$ cat src/hdl/ppc_pkg.sv
// Shared types and constants for the planar pose composer.
// Holds the word layouts, fixed-point widths and the CORDIC arctangent table.
// No dependencies.
`default_nettype none

package ppc_pkg;

  // Field widths of the words
  localparam int COORD_BITS = 32;
  localparam int ANGLE_BITS = 16;

  // Default number of CORDIC micro-rotations
  localparam int CORDIC_STAGES_DEF = 16;
  localparam int ATAN_ENTRIES      = 24;

  // CORDIC datapath: Q2.30 vector, 32-bit binary angle, kept with headroom
  localparam int CW         = 34;
  localparam int TRIG_BITS  = 32;
  localparam int FRAC_SHIFT = 30;
  localparam logic signed [CW-1:0] GAIN_Q30 = CW'(652032874);

  // Offset split for the multipliers: unsigned low part, signed high part
  localparam int LO_BITS = COORD_BITS / 2;
  localparam int HI_BITS = COORD_BITS - LO_BITS;
  localparam int PH_W    = TRIG_BITS + HI_BITS;
  localparam int PL_W    = TRIG_BITS + LO_BITS + 1;
  localparam int SUM_W   = TRIG_BITS + COORD_BITS + 2;
  localparam int TW      = SUM_W - FRAC_SHIFT;

  // atan(2^-i) as 32-bit binary angles
  localparam logic [31:0] ATAN_TABLE [ATAN_ENTRIES] = '{
    32'h20000000, 32'h12E4051D, 32'h09FB385B, 32'h051111D4,
    32'h028B0D43, 32'h0145D7E1, 32'h00A2F61E, 32'h00517C55,
    32'h0028BE53, 32'h00145F2F, 32'h000A2F98, 32'h000517CC,
    32'h00028BE6, 32'h000145F3, 32'h0000A2FA, 32'h0000517D,
    32'h000028BE, 32'h0000145F, 32'h00000A30, 32'h00000518,
    32'h0000028C, 32'h00000146, 32'h000000A3, 32'h00000051
  };

  typedef struct packed {
    logic signed [COORD_BITS-1:0] base_x;
    logic signed [COORD_BITS-1:0] base_y;
    logic        [ANGLE_BITS-1:0] base_heading;
    logic signed [COORD_BITS-1:0] rel_x;
    logic signed [COORD_BITS-1:0] rel_y;
    logic        [ANGLE_BITS-1:0] rel_heading;
  } ppc_in_t;

  typedef struct packed {
    logic signed [COORD_BITS-1:0] global_x;
    logic signed [COORD_BITS-1:0] global_y;
    logic        [ANGLE_BITS-1:0] global_heading;
    logic                         saturated;
  } ppc_out_t;

  // CORDIC vector and residual angle
  typedef struct packed {
    logic signed [CW-1:0] x;
    logic signed [CW-1:0] y;
    logic signed [CW-1:0] z;
  } ppc_vec_t;

  // Fields riding alongside the rotation
  typedef struct packed {
    logic signed [COORD_BITS-1:0] base_x;
    logic signed [COORD_BITS-1:0] base_y;
    logic signed [COORD_BITS-1:0] rel_x;
    logic signed [COORD_BITS-1:0] rel_y;
    logic        [ANGLE_BITS-1:0] global_heading;
  } ppc_side_t;

endpackage

`default_nettype wire

$ cat src/hdl/ppc_cordic_stage.sv
// One registered CORDIC micro-rotation stage of the pose composer.
// Carries the side fields along with the vector. Depends on ppc_pkg.
`default_nettype none

module ppc_cordic_stage import ppc_pkg::*; #(
  parameter int STAGE = 0
) (
  input  wire logic      clk,
  input  wire logic      rst_n,
  input  wire logic      load,
  input  wire logic      valid_in,
  input  wire ppc_vec_t  vec_in,
  input  wire ppc_side_t side_in,
  output logic           valid_r,
  output ppc_vec_t       vec_r,
  output ppc_side_t      side_r
);

  logic signed [CW-1:0] x_in;
  logic signed [CW-1:0] y_in;
  logic signed [CW-1:0] z_in;
  logic signed [CW-1:0] dx;
  logic signed [CW-1:0] dy;
  logic signed [CW-1:0] ang;
  ppc_vec_t             vec_nxt;

  assign x_in = vec_in.x;
  assign y_in = vec_in.y;
  assign z_in = vec_in.z;
  assign dx   = y_in >>> STAGE;
  assign dy   = x_in >>> STAGE;
  assign ang  = CW'(ATAN_TABLE[STAGE]);

  // rotate toward zero residual angle
  always_comb begin
    if (!z_in[CW-1]) begin
      vec_nxt.x = x_in - dx;
      vec_nxt.y = y_in + dy;
      vec_nxt.z = z_in - ang;
    end else begin
      vec_nxt.x = x_in + dx;
      vec_nxt.y = y_in - dy;
      vec_nxt.z = z_in + ang;
    end
  end

  always_ff @(posedge clk) begin
    if (!rst_n) begin
      valid_r <= 1'b0;
    end else if (load) begin
      valid_r <= valid_in;
    end
  end

  always_ff @(posedge clk) begin
    if (load) begin
      vec_r  <= vec_nxt;
      side_r <= side_in;
    end
  end

endmodule

`default_nettype wire
$ cat config.mk
export PLATFORM = sky130hd
export DESIGN_NAME = ppc_cordic_stage
export DESIGN_NICKNAME = d
export VERILOG_FILES = /design/src/hdl/ppc_pkg.sv /design/src/hdl/ppc_cordic_stage.sv
export SDC_FILE = /design/constraint.sdc
export NUM_CORES = 1
export LEC_CHECK = 0
export ABC_AREA = 0
export BUFFER_PORTS_ARGS = -buffer_cell sky130_fd_sc_hd__buf_2
export CAP_MARGIN = 20
export CORE_AREA = 2 2 193 195
export DETAILED_ROUTE_END_ITERATION = 8
export DIE_AREA = 0 0 195 197
export SYNTH_ARGS = -nofsm -noshare
export SYNTH_HDL_FRONTEND = slang
export SYNTH_SLANG_ARGS = --single-unit
$ cat constraint.sdc
create_clock -name clk -period 4.6 [get_ports clk]
set_input_delay 1.38 -clock clk [delete_from_list [all_inputs] [get_ports clk]]
set_output_delay 1.38 -clock clk [all_outputs]
set_load 0.03 [all_outputs]
**After elaboration in Yosys (flattened, before gate mapping)**

Index checks and enable logic that the tools add are counted.

- $add $sub $neg: 5
- Multipliers: 0
- Divide/modulo/power cells: 0
- Magnitude comparators: 0
- Equal/unequal tests: 0
- Shift operators: 0
- Multiplexer cells: 1
- Bitwise gates (word level): 0
- Reduce and logical (&&, ||, !) cells: 0

Operators with widths:

| operator | count |
|---|---|
| $mux 102 | 1 |
| $sub 34x34->34 | 2 |
| $add 34x31->34 const B | 1 |
| $add 34x34->34 | 1 |
| $sub 34x31->34 const B | 1 |

- Flip-flop bits (word level): 247
- Bits in latches: 0
- Bits in writable memories: 0
- ROM bits: 0
- Input bits: 250
- Output and inout bits: 247
- Logic and storage cells: 15
- Memories kept: 0

**Longest topological paths before layout**

Gate-level depths: netlist of the first run.

- Word-level depth: 2
- Gate-level depth with buffers: 12

**Least setup slack after synthesis of the first run**

Ideal clock, no wire load.

- Path kind: input -> register
- Start point: input port vec_in[34] (netlist bit)
- End point: register vec_r[100] (netlist bit), data pin
- Library setup time: 264 ps
- Arrival: 3563 ps
- Data required time: 4336 ps
- Setup slack: 773 ps
- Stages on the path: 11
- Cell sequence: ha_1 -> fa_1 -> nor3b_1 -> o311ai_1 -> nand2_1 -> and3_1 -> nor2_2 -> o31ai_4 -> a311o_1 -> a211oi_2 -> xor2_1

RTL lines:

| element | RTL line | text |
|---|---|---|
| start: declaration | ppc_cordic_stage.sv:12 | `input wire ppc_vec_t vec_in,` |
| end signal: assignment | ppc_cordic_stage.sv:57 | `vec_r <= vec_nxt;` |
| end: declaration | ppc_cordic_stage.sv:15 | `output ppc_vec_t vec_r,` |

==> summary.md, run 1 <==
• Vias/cell: 5.28
• cells resized by post-CTS repair: 0
• boundary pin count: 497
• layout cell share with drive strength beyond 1: 35.5%
• launch point of the worst path: vec_in[53]
• standard-cell row count: 70
• Die Area: 38400 um^2
• grt total ovfl: 0
• biggest area contributors in the synthesized netlist: sky130_fd_sc_hd__edfxtp_1 55%, sky130_fd_sc_hd__ha_1 9.5%, sky130_fd_sc_hd__a21oi_1 4.2%
• outcome: finished clean
• post-synthesis average cell area: 11.6 um^2
• Cell Pwr Density: 388 nW/um^2
• number of enable flip-flop cells after synthesis: 245
• routed wire length: 50200 um
• initial antenna violation count: 5
• Total Power: 6.79 mW
• Critical Path Sink Type: flop
• flip-flop cell with the highest count after synthesis: sky130_fd_sc_hd__edfxtp_1
• number of clock buffers inserted by TritonCTS: 27
• part of the cycle the worst path needs: 88.7%
• cell at the root of the clock tree: sky130_fd_sc_hd__clkbuf_16
• largest buffer count on any clock path: 3
• Post-Route Setup TNS: 0 ns
• final setup margin: 0.520 ns
• worst hold margin: 0.545 ns
• Cells after Synth: 1156
• pre-CTS WS: -0.000166 ns
• number of vias in the routed layout: 11500
• detailed-placement wirelength estimate: 41300 um
• Slew Limit Fails: 0
• Fmax achieved: 0.245 GHz
• number of DRC markers after the initial detailed-route iteration: 1004
• final worst path period need: 4.08 ns
• hold-fix buffer count after cts: 0
• data arrival time of the critical path: 4.37 ns
• Netlist cell types: 81
• most common cell in the synthesized netlist: sky130_fd_sc_hd__edfxtp_1
• Die Span Y: 197 um
• Non-Filler Cell Area, Final: 17500 um^2
• Final ANT Viol Nets: 0
• unrepaired setup endpoints after global routing: false
• total buffers and inverters traversed by the critical path: 2
• average routed wire per standard cell: 23.1 um
• vias in the first global route: 11000
• required time at the worst-slack endpoint: 4.89 ns
• netlist area before placement: 13400 um^2
• async set-reset flop share out of synthesis: 0%
• count of nets after finishing: 2043
• Largest delay share family, worst path: simple AND/OR/NAND/NOR gates
• Slowest cell on crit path: sky130_fd_sc_hd__nor4_1
• Static Leakage: 7.70 nW
• post-synthesis sequential area ratio: 55.1%
• reg-to-reg setup timing slack: 3.99 ns
• Area growth syn-to-layout: 30.9%
• VDD IR-drop max: 0.263 mV
• most area-hungry cell type in the Yosys netlist: sky130_fd_sc_hd__edfxtp_1
• CTS tree: yes
• synthesized netlist net count: 1512
• Worst R2R Start: valid_r$_SDFFE_PN0P_
• worst hold-check path type: reg -> reg
• cell mode on critical path: sky130_fd_sc_hd__and3_1
• critical-path maximum fanout: 11
• transition time at the pin with the least slew margin: 0.971 ns
• clock latency reported for the late side of the worst-skew pair: 0.54 ns
• placeable core region: 36300 um^2
• number of failing setup endpoints in the final timing report: 0
• most common library cells after synthesis: 245 x sky130_fd_sc_hd__edfxtp_1, 113 x sky130_fd_sc_hd__a21oi_1, 102 x sky130_fd_sc_hd__ha_1
• Slew HR: 35.3%
• floorplan die width: 195 um
• Post-CTS Repair Setup Buffers: 0
• routability-driven placement congestion ratio: 0.976
• cells along the critical path: buf_2 -> inv_1 -> ha_1 -> nand4_1 -> nor4_1 -> and3_1 -> o21ai_1 -> and3_1 -> o21a_1 -> o221ai_1 -> o311ai_1 -> xnor2_1
• kind of start point of the critical path: input port
• Hold Fails Final Rpt: 0
• number of register bits inferred by synthesis: 246
• area share of the leading cell type in the synthesized netlist: 55.0%
• max-cap violation count: 0
• number of buffers inserted by port buffering: 496
• category of the most critical setup path: in -> reg
• pin count of the biggest net entering global routing: 95
• worst min-delay path startpoint: valid_r$_SDFFE_PN0P_
• total clock sinks: 246
• clock-pin transition on the worst setup and hold timing paths: 0.06 ns
• Yosys warnings: 0
• dpl cell area: 16700 um^2
• Post-Route Skew: 0 ns
• maximum cell stage delay along the critical path: 0.61 ns
• aggregate global-route resource usage: 24.9%
• initial core utilization: 36.9%
• global-route wire length before repair: 71700 um
• drt drc: 0
• number of search-and-repair iterations in the first detailed-routing pass: 5
• CTS H-tree depth: 1
-- routing by layer --
| layer | up-vias | share of wire, % | GRT usage, % |
|---|---|---|---|
| met5 | - | 0.046 | 0 |
| met4 | 4 | 2.9 | 6.96 |
| met3 | 83 | 7.4 | 4.00 |
| met2 | 558 | 47 | 41.5 |
| met1 | 5521 | 43 | 33.8 |
| li1 | 5323 | - | - |
-- worst min-delay path, cell delays in order (launching register included) --
cell                      delay [ns]
sky130_fd_sc_hd__dfxtp_1        0.31
sky130_fd_sc_hd__mux2i_1        0.12
sky130_fd_sc_hd__nor2b_1        0.06
-- registers in the layout, summed over array words and instances, names as in the netlist --
signal   count
side_r     144
vec_r      101
valid_r      1
-- cell families (layout without fill, tap and decap cells) --
family | count (synthesis) | after routing | synth area share, %
adder cells (fa/ha/maj) | 106 | 106 | 10.1
AO/OA/AOI/OAI | 336 | 336 | 16.0
flip-flops | 246 | 246 | 55.1
buffers and inverters | 151 | 703 | 4.50
AND/OR/NAND/NOR | 231 | 231 | 8.41
XOR/XNOR | 67 | 67 | 4.39
multiplexers | 19 | 19 | 1.42
other | 0 | 2 | 0
-- cell usage in the layout, fill, tap and decap left out, types with 8 or more instances in the layout --
master | Yosys | final
sky130_fd_sc_hd__nor2_1 | 70 | 70
sky130_fd_sc_hd__nand4_1 | 14 | 14
sky130_fd_sc_hd__edfxtp_1 | 245 | 245
sky130_fd_sc_hd__nand2_1 | 53 | 53
sky130_fd_sc_hd__buf_2 | 16 | 495
sky130_fd_sc_hd__buf_4 | 4 | 49
sky130_fd_sc_hd__inv_2 | 9 | 9
sky130_fd_sc_hd__mux2i_1 | 19 | 19
sky130_fd_sc_hd__nor2b_1 | 12 | 12
sky130_fd_sc_hd__a21o_1 | 17 | 17
sky130_fd_sc_hd__nor4_1 | 11 | 11
sky130_fd_sc_hd__clkinv_1 | 3 | 8
sky130_fd_sc_hd__a31oi_1 | 8 | 8
sky130_fd_sc_hd__inv_1 | 93 | 93
sky130_fd_sc_hd__o21ai_1 | 18 | 18
sky130_fd_sc_hd__o31ai_1 | 14 | 14
sky130_fd_sc_hd__nand3_1 | 12 | 12
sky130_fd_sc_hd__a211oi_1 | 14 | 14
sky130_fd_sc_hd__ha_1 | 102 | 102
sky130_fd_sc_hd__xor2_1 | 8 | 8
sky130_fd_sc_hd__a21oi_1 | 113 | 113
sky130_fd_sc_hd__o21ai_0 | 60 | 60
sky130_fd_sc_hd__clkbuf_1 | 21 | 9
sky130_fd_sc_hd__clkbuf_16 | 0 | 27
sky130_fd_sc_hd__nor3_1 | 22 | 22
sky130_fd_sc_hd__xnor2_1 | 59 | 59
sky130_fd_sc_hd__o21bai_1 | 22 | 22
sky130_fd_sc_hd__o21a_1 | 9 | 9
-- path summary, 6_finish.rpt --
check | cells after the start | to
setup / recovery | 12 | vec_r[66]$_DFFE_PP_
hold / removal | 2 | valid_r$_SDFFE_PN0P_
setup reg to reg | 2 | valid_r$_SDFFE_PN0P_
hold reg to reg | 2 | valid_r$_SDFFE_PN0P_
-- layout make-up --
cell class	instances	area, um^2
fillers	3432	18800
repair buffers	548	2920
multi-input cells	759	5400
clock buffers	36	709
diodes	2	5.00
well taps	468	586
flip-flops and latches	246	7380
inverters	105	394
clock inverters	14	116
-- report_power, final --
part	leakage, nW	switching [mW]	internal (mW)
clock network	0.390	0.891	1.15
logic	4.91	1.32	0.599
registers	2.41	0.0670	2.76
total	7.70	2.28	4.51
-- per-stage QoR --
| step | cells | utilization, % |
|---|---|---|
| final | 2178 | 48.3 |
| after global routing | 2177 | 48.3 |
| after CTS | 2176 | 48.3 |
| after detailed placement | 2126 | 46.0 |
| after global placement | 2126 | 46.0 |
| after floorplan | 1156 | - |
Note: power is estimated with default switching activity, not from simulation.
==> inputs of run 2 (changes only) <==
--- a/config.mk
+++ b/config.mk
@@ -8,9 +8,10 @@
 export ABC_AREA = 0
 export BUFFER_PORTS_ARGS = -buffer_cell sky130_fd_sc_hd__buf_2
 export CAP_MARGIN = 20
-export CORE_AREA = 2 2 193 195
+export CORE_AREA = 2 2 192 194
 export DETAILED_ROUTE_END_ITERATION = 8
-export DIE_AREA = 0 0 195 197
+export DIE_AREA = 0 0 194 196
+export PLACE_DENSITY = 0.66
 export SYNTH_ARGS = -nofsm -noshare
 export SYNTH_HDL_FRONTEND = slang
 export SYNTH_SLANG_ARGS = --single-unit
==> constraint.sdc (replaced) <==
create_clock -name clk -period 3.5 [get_ports clk]
set_input_delay 1.05 -clock clk [delete_from_list [all_inputs] [get_ports clk]]
set_output_delay 1.05 -clock clk [all_outputs]
set_load 0.03 [all_outputs]
==> run 2 against run 1 <==
Effect of this change:
- sequential share of layout area shrank 4.0 points
- total power grew 38%
- worst setup slack lost 0.41 ns
- critical path depth grew 2
- sequential cell count is the same
- clock-buffer cell count shrank 8
- clock power grew 36%
- via count grew 8.4%
- clock skew is the same
==> summary.md, run 2 (synthesized netlist as in run 1, its figures left out) <==
• leading cell type in the layout, fill and taps excluded: sky130_fd_sc_hd__buf_2
• worst hold-check path type: reg -> reg
• largest buffer count on any clock path: 3
• final worst path period need: 3.39 ns
• worst min-delay path endpoint: valid_r$_SDFFE_PN0P_
• CTS H-tree depth: 1
• max-cap violation count: 0
• kind of start point of the critical path: input port
• Register-to-Register Path Depth: 2
• number of clock buffers inserted by TritonCTS: 26
• critical-path maximum fanout: 4
• number of buffers inserted by port buffering: 496
• average routed wire per standard cell: 21.9 um
• routed wire length: 52500 um
• total clock sinks: 246
• Cell Pwr Density: 484 nW/um^2
• drt drc: 0
• top flop regs: side_r x144, vec_r x101, valid_r x1
• boundary pin count: 497
• depth of the worst hold-timing path: 2
• reg-to-reg setup timing slack: 2.89 ns
• CTS tree: yes
• layout cell share with drive strength beyond 1: 44.1%
• vias in the first global route: 12100
• number of search-and-repair iterations in the first detailed-routing pass: 5
• number of failing setup endpoints in the final timing report: 0
• aggregate global-route resource usage: 26.5%
• clock latency reported for the late side of the worst-skew pair: 0.53 ns
• largest register by flop count: side_r
• routability-driven placement congestion ratio: 0.990
• cell at the root of the clock tree: sky130_fd_sc_hd__clkbuf_16
• worst hold margin: 0.553 ns
• grt total ovfl: 0
• required time at the worst-slack endpoint: 3.77 ns
• global-route wire length before repair: 76400 um
• pin count of the biggest net entering global routing: 75
• worst min-delay path startpoint: valid_r$_SDFFE_PN0P_
• Final ANT Viol Nets: 0
• flip-flop count of the largest register, all copies and words added: 144
• Critical Path Sink Type: flop
• hold-fix buffer count after cts: 0
• Hold Fails Final Rpt: 0
• standard-cell row count: 70
• outcome: finished clean
• category of the most critical setup path: in -> reg
• post-layout utilization of the core: 53.6%
• count of nets after finishing: 2264
• detailed-placement wirelength estimate: 43600 um
• transition time at the pin with the least slew margin: 0.654 ns
• data arrival time of the critical path: 3.66 ns
• Slew HR: 56.0%
• number of vias in the routed layout: 12500
• Static Leakage: 8.83 nW
• Worst R2R Start: valid_r$_SDFFE_PN0P_
• floorplan die width: 194 um
• clock-pin transition on the worst setup and hold timing paths: 0.07 ns
• Slew Limit Fails: 0
• end of the worst register-to-register path: valid_r$_SDFFE_PN0P_
• initial core utilization: 37.1%
• initial antenna violation count: 3
• unrepaired setup endpoints after global routing: true
• VDD IR-drop max: 0.523 mV
• number of filler instances in the final layout: 3244
• Fmax achieved: 0.295 GHz
• number of DRC markers after the initial detailed-route iteration: 919
• Vias/cell: 5.20
• Post-Route Skew: 0 ns
• part of the cycle the worst path needs: 96.7%
• placeable core region: 36100 um^2
• Die Span Y: 196 um
• Die Area: 38000 um^2
• Area growth syn-to-layout: 44.5%
• top library cells by usage in the layout, fill and taps aside: 495 x sky130_fd_sc_hd__buf_2, 269 x sky130_fd_sc_hd__buf_4, 245 x sky130_fd_sc_hd__edfxtp_1, 111 x sky130_fd_sc_hd__a21oi_1, 101 x sky130_fd_sc_hd__ha_1
==> run 2: changes by cell type in the layout (fill, tap and decap cells not counted), moves of 3 or more <==
cell                       previous run  this run
sky130_fd_sc_hd__a211oi_1            14        11
sky130_fd_sc_hd__clkinv_2             1         5
sky130_fd_sc_hd__a211oi_2             1         4
sky130_fd_sc_hd__o21ai_1             18        21
sky130_fd_sc_hd__clkbuf_1             9         1
sky130_fd_sc_hd__buf_4               49       269
sky130_fd_sc_hd__o21ai_0             60        57
==> run 2: per-stage QoR <==
| step | worst slack, ns | power, mW | cells | TNS [ns] | cell area (um^2) |
|---|---|---|---|---|---|
| 6_report | 0.115 | 9.36 | 2395 | 0 | 19300 |
| 5_1_grt | -0.0371 | 9.71 | 2394 | -0.0650 | 19300 |
| 4_1_cts | 0.0316 | 9.37 | 2391 | 0 | 19200 |
| 3_5_place_dp | -0.521 | 6.59 | 2345 | -10.65 | 18300 |
| 3_3_place_gp | -0.506 | 6.57 | 2345 | -10.08 | 18300 |
| 2_1_floorplan | 0.00326 | 5.27 | 1156 | 0 | 13400 |
==> run 2: layout make-up <==
cell class	count	area [um^2]	area share, %
repair buffers	770	4610	23.9
flip-flops and latches	246	7380	38.2
diodes	1	2.50	0.0129
clock buffers	28	679	3.51
clock inverters	18	170	0.880
multi-input cells	759	5510	28.5
well taps	468	586	3.03
inverters	105	394	2.04
==> run 2: critical path, cell delays in order <==
cell,delay (ns)
sky130_fd_sc_hd__buf_2,0.10
sky130_fd_sc_hd__buf_4,0.13
sky130_fd_sc_hd__ha_1,0.22
sky130_fd_sc_hd__nor2b_1,0.16
sky130_fd_sc_hd__o21ai_0,0.33
sky130_fd_sc_hd__a21oi_1,0.13
sky130_fd_sc_hd__buf_4,0.18
sky130_fd_sc_hd__o21ai_1,0.24
sky130_fd_sc_hd__a21oi_2,0.09
sky130_fd_sc_hd__buf_4,0.17
sky130_fd_sc_hd__a2111oi_4,0.36
sky130_fd_sc_hd__o31ai_2,0.12
sky130_fd_sc_hd__a221oi_2,0.27
sky130_fd_sc_hd__xor2_1,0.10
==> run 2: per-layer routing <==
| metal | vias up | global-route usage, % | wire length, um |
|---|---|---|---|
| met4 | 4 | 9.40 | 1810 |
| met5 | - | 0 | 30 |
| li1 | 5749 | - | - |
| met2 | 553 | 42.0 | 24100 |
| met3 | 84 | 5.38 | 4230 |
| met1 | 6066 | 36.3 | 22400 |
==> run 2: where the power goes <==
part / total (mW) / internal, mW / switching [mW]
sequential: 3.71 / 3.62 / 0.0870
clock: 2.78 / 1.62 / 1.16
combinational: 2.87 / 1.04 / 1.83
total: 9.36 / 6.29 / 3.08
==> run 2: what timing repair did <==
action	CTS	global route
setup endpoints to repair	0	13
buffers inserted	0	3
resized for setup	0	26
==> run 2: worst max-delay path by stage <==
stage | slack (ns) | from | to | cells after the start
6_report | 0.11 | vec_in[34] | vec_r[67]$_DFFE_PP_ | 14
3_3_place_gp | -0.51 | vec_in[44] | vec_r[99]$_DFFE_PP_ | 13
4_1_cts | 0.03 | vec_in[34] | vec_r[96]$_DFFE_PP_ | 13
5_1_grt | -0.04 | vec_in[36] | vec_r[87]$_DFFE_PP_ | 15
3_5_place_dp | -0.52 | vec_in[34] | vec_r[96]$_DFFE_PP_ | 13
2_1_floorplan | 0.003 | vec_in[34] | vec_r[100]$_DFFE_PP_ | 11
==> inputs of run 3 (changes only) <==
--- a/config.mk
+++ b/config.mk
@@ -5,13 +5,14 @@
 export SDC_FILE = /design/constraint.sdc
 export NUM_CORES = 1
 export LEC_CHECK = 0
-export ABC_AREA = 0
+export ABC_AREA = 1
 export BUFFER_PORTS_ARGS = -buffer_cell sky130_fd_sc_hd__buf_2
 export CAP_MARGIN = 20
-export CORE_AREA = 2 2 192 194
+export CORE_AREA = 2 2 193 195
 export DETAILED_ROUTE_END_ITERATION = 8
-export DIE_AREA = 0 0 194 196
-export PLACE_DENSITY = 0.66
+export DIE_AREA = 0 0 195 197
+export GPL_TIMING_DRIVEN = 0
+export PLACE_DENSITY = 0.69
 export SYNTH_ARGS = -nofsm -noshare
 export SYNTH_HDL_FRONTEND = slang
 export SYNTH_SLANG_ARGS = --single-unit
==> run 3 against run 2 <==
Effect of this change:
- synthesized cell count grew 43%
- clock power hardly changed
- worst setup slack improved by 0.27 ns
- final cell count grew 11%
- clock-buffer cell count is 8 higher
- combinational power fell by 11%
- total power is 3.8% lower
- non-clock buffer count decreased by 230
- synthesized area increased by 9.4%
==> summary.md, run 3 <==
• Post-CTS Repair Setup Buffers: 0
• Die Span Y: 197 um
• clock latency reported for the late side of the worst-skew pair: 0.53 ns
• largest register by flop count: side_r
• Die Area: 38400 um^2
• Slew HR: 31.6%
• layout cell share with drive strength beyond 1: 26.8%
• Cell Pwr Density: 484 nW/um^2
• number of enable flip-flop cells after synthesis: 245
• floorplan die width: 195 um
• standard-cell row count: 70
• Synth Area in Compound Gates: 9.92%
• global-route wire length before repair: 83000 um
• Post-Route Skew: 0 ns
• Static Leakage: 8.96 nW
• dpl cell area: 17800 um^2
• number of register bits inferred by synthesis: 246
• final setup margin: 0.380 ns
• Final ANT Viol Nets: 0
• initial antenna violation count: 4
• initial core utilization: 40.4%
• required time at the worst-slack endpoint: 3.78 ns
• number of search-and-repair iterations in the first detailed-routing pass: 5
• CTS H-tree depth: 1
• number of DRC markers after the initial detailed-route iteration: 1101
• synthesized netlist net count: 2010
• drt drc: 0
• total clock sinks: 246
• Non-Filler Cell Area, Final: 18600 um^2
• netlist area before placement: 14600 um^2
• Netlist cell types: 44
• most area-hungry cell type in the Yosys netlist: sky130_fd_sc_hd__edfxtp_1
• number of filler instances in the final layout: 3511
• area share of xor/xnor cells in the synthesized design: 1.74%
• critical-path maximum fanout: 7
• Slew Limit Fails: 0
• Fmax achieved: 0.321 GHz
• outcome: finished clean
• kind of start point of the critical path: input port
• hold-fix buffer count after cts: 0
• Yosys warnings: 0
• CTS tree: yes
• routed wire length: 57800 um
• Post-Route Setup TNS: 0 ns
• pre-CTS WS: -0.00885 ns
• simple-gate portion of the synthesized area: 21.4%
• leading cell type in the layout, fill and taps excluded: sky130_fd_sc_hd__buf_2
• data arrival time of the critical path: 3.40 ns
• unrepaired setup endpoints after global routing: false
• placeable core region: 36300 um^2
• VDD IR-drop max: 0.426 mV
• launch point of the worst path: vec_in[45]
• post-synthesis sequential area ratio: 50.4%
• biggest area contributors in the synthesized netlist: sky130_fd_sc_hd__edfxtp_1 50%, sky130_fd_sc_hd__nand2_1 11%, sky130_fd_sc_hd__ha_1 8.7%
• Vias/cell: 5.32
• routability-driven placement congestion ratio: 0.968
• Cells after Synth: 1654
• mux contribution to synthesized area: 0.0684%
• Hold Fails Final Rpt: 0
• max-cap violation count: 0
• most common cell in the synthesized netlist: sky130_fd_sc_hd__nand2_1
• cells resized by post-CTS repair: 0
• clock-pin transition on the worst setup and hold timing paths: 0.06 ns
• average routed wire per standard cell: 21.7 um
• area share of the leading cell type in the synthesized netlist: 50.3%
• post-synthesis average cell area: 8.85 um^2
• Area growth syn-to-layout: 27.2%
• flip-flop count of the largest register, all copies and words added: 144
• vias in the first global route: 13700
• flip-flop cell with the highest count after synthesis: sky130_fd_sc_hd__edfxtp_1
• most common library cells after synthesis: 412 x sky130_fd_sc_hd__nand2_1, 245 x sky130_fd_sc_hd__edfxtp_1, 207 x sky130_fd_sc_hd__inv_1
• worst min-delay path startpoint: valid_r$_SDFFE_PN0P_
• async set-reset flop share out of synthesis: 0%
• grt total ovfl: 0
• worst hold margin: 0.592 ns
• worst hold-check path type: reg -> reg
• fraction of the mapped netlist area in adder cells: 9.27%
• cell at the root of the clock tree: sky130_fd_sc_hd__clkbuf_16
• Critical Path Sink Type: flop
• transition time at the pin with the least slew margin: 1.02 ns
• count of nets after finishing: 2536
• number of buffers inserted by port buffering: 495
• top flop regs: side_r x144, vec_r x101, valid_r x1
• number of failing setup endpoints in the final timing report: 0
• category of the most critical setup path: in -> reg
• part of the cycle the worst path needs: 89.1%
• aggregate global-route resource usage: 29.0%
• Worst R2R Start: valid_r$_SDFFE_PN0P_
• dominant combinational cell family by area after synthesis: simple AND/OR/NAND/NOR gates
• top library cells by usage in the layout, fill and taps aside: 505 x sky130_fd_sc_hd__buf_2, 412 x sky130_fd_sc_hd__nand2_1, 245 x sky130_fd_sc_hd__edfxtp_1, 207 x sky130_fd_sc_hd__inv_1, 148 x sky130_fd_sc_hd__nand3_1
• boundary pin count: 497
• detailed-placement wirelength estimate: 47500 um
• largest buffer count on any clock path: 3
• number of vias in the routed layout: 14200
• pin count of the biggest net entering global routing: 115
• number of clock buffers inserted by TritonCTS: 27
• final worst path period need: 3.12 ns
run 3: cell families after synthesis:
| kind of cell | count (synthesis) |
|---|---|
| adder cells (fa/ha/maj) | 106 |
| XOR/XNOR | 29 |
| AO/OA/AOI/OAI | 269 |
| multiplexers | 1 |
| flip-flops | 246 |
| buffers and inverters | 254 |
| AND/OR/NAND/NOR | 749 |
run 3: metrics by stage:
| step | utilization, % | instances | total power, mW |
|---|---|---|---|
| floorplan | - | 1654 | 5.28 |
| global route | 51.3 | 2668 | 9.38 |
| detailed placement | 49.0 | 2619 | 6.24 |
| CTS | 51.3 | 2668 | 9.05 |
| finish | 51.4 | 2669 | 9.01 |
| global placement | 48.8 | 2617 | 6.23 |
run 3: worst max-delay path: stages:
cell and delay (ns):
sky130_fd_sc_hd__buf_2 0.11, sky130_fd_sc_hd__inv_1 0.05, sky130_fd_sc_hd__ha_1 0.46, sky130_fd_sc_hd__nand2_1 0.19, sky130_fd_sc_hd__inv_1 0.09, sky130_fd_sc_hd__nand2_1 0.11, sky130_fd_sc_hd__o21ai_0 0.83, sky130_fd_sc_hd__nand2_1 0.19
sky130_fd_sc_hd__nand2_1 0.12, sky130_fd_sc_hd__nand2_1 0.05, sky130_fd_sc_hd__nand3_1 0.06, sky130_fd_sc_hd__nand2_1 0.09
run 3: area by class of cell:
type | count | area (um^2) | share of cell area [%]
buffer | 43 | 258 | 1.38
clock inverter | 13 | 144 | 0.773
tap | 468 | 586 | 3.14
sequential | 246 | 7380 | 39.6
clock buffer | 36 | 709 | 3.81
timing repair buffer | 497 | 2540 | 13.7
antenna | 1 | 2.50 | 0.0134
inverter | 211 | 793 | 4.26
multi-input combinational | 1154 | 6210 | 33.3
run 3: metal layers:
| metal | wire length [um] | share of wire [%] | global-route usage, % | vias to the layer above |
|---|---|---|---|---|
| met5 | 34 | 0.059 | 0 | - |
| met3 | 3830 | 6.6 | 4.33 | 135 |
| met2 | 27600 | 48 | 50.2 | 679 |
| met1 | 24000 | 42 | 37.2 | 6773 |
| li1 | - | - | - | 6597 |
| met4 | 2250 | 3.9 | 9.75 | 4 |
run 3: report_power, final:
group | switching [mW] | total (mW) | internal, mW
registers | 0.0723 | 3.66 | 3.59
logic | 1.85 | 2.56 | 0.713
clock network | 1.14 | 2.78 | 1.64
total | 3.07 | 9.01 | 5.94
run 3: worst paths after layout:
kind	to	slack, ns	cells past startpoint
worst max-delay path	vec_r[54]$_DFFE_PP_	0.38	12
worst min-delay path	valid_r$_SDFFE_PN0P_	0.59	2
worst max register to register	valid_r$_SDFFE_PN0P_	2.82	2
worst min register to register	valid_r$_SDFFE_PN0P_	0.59	2
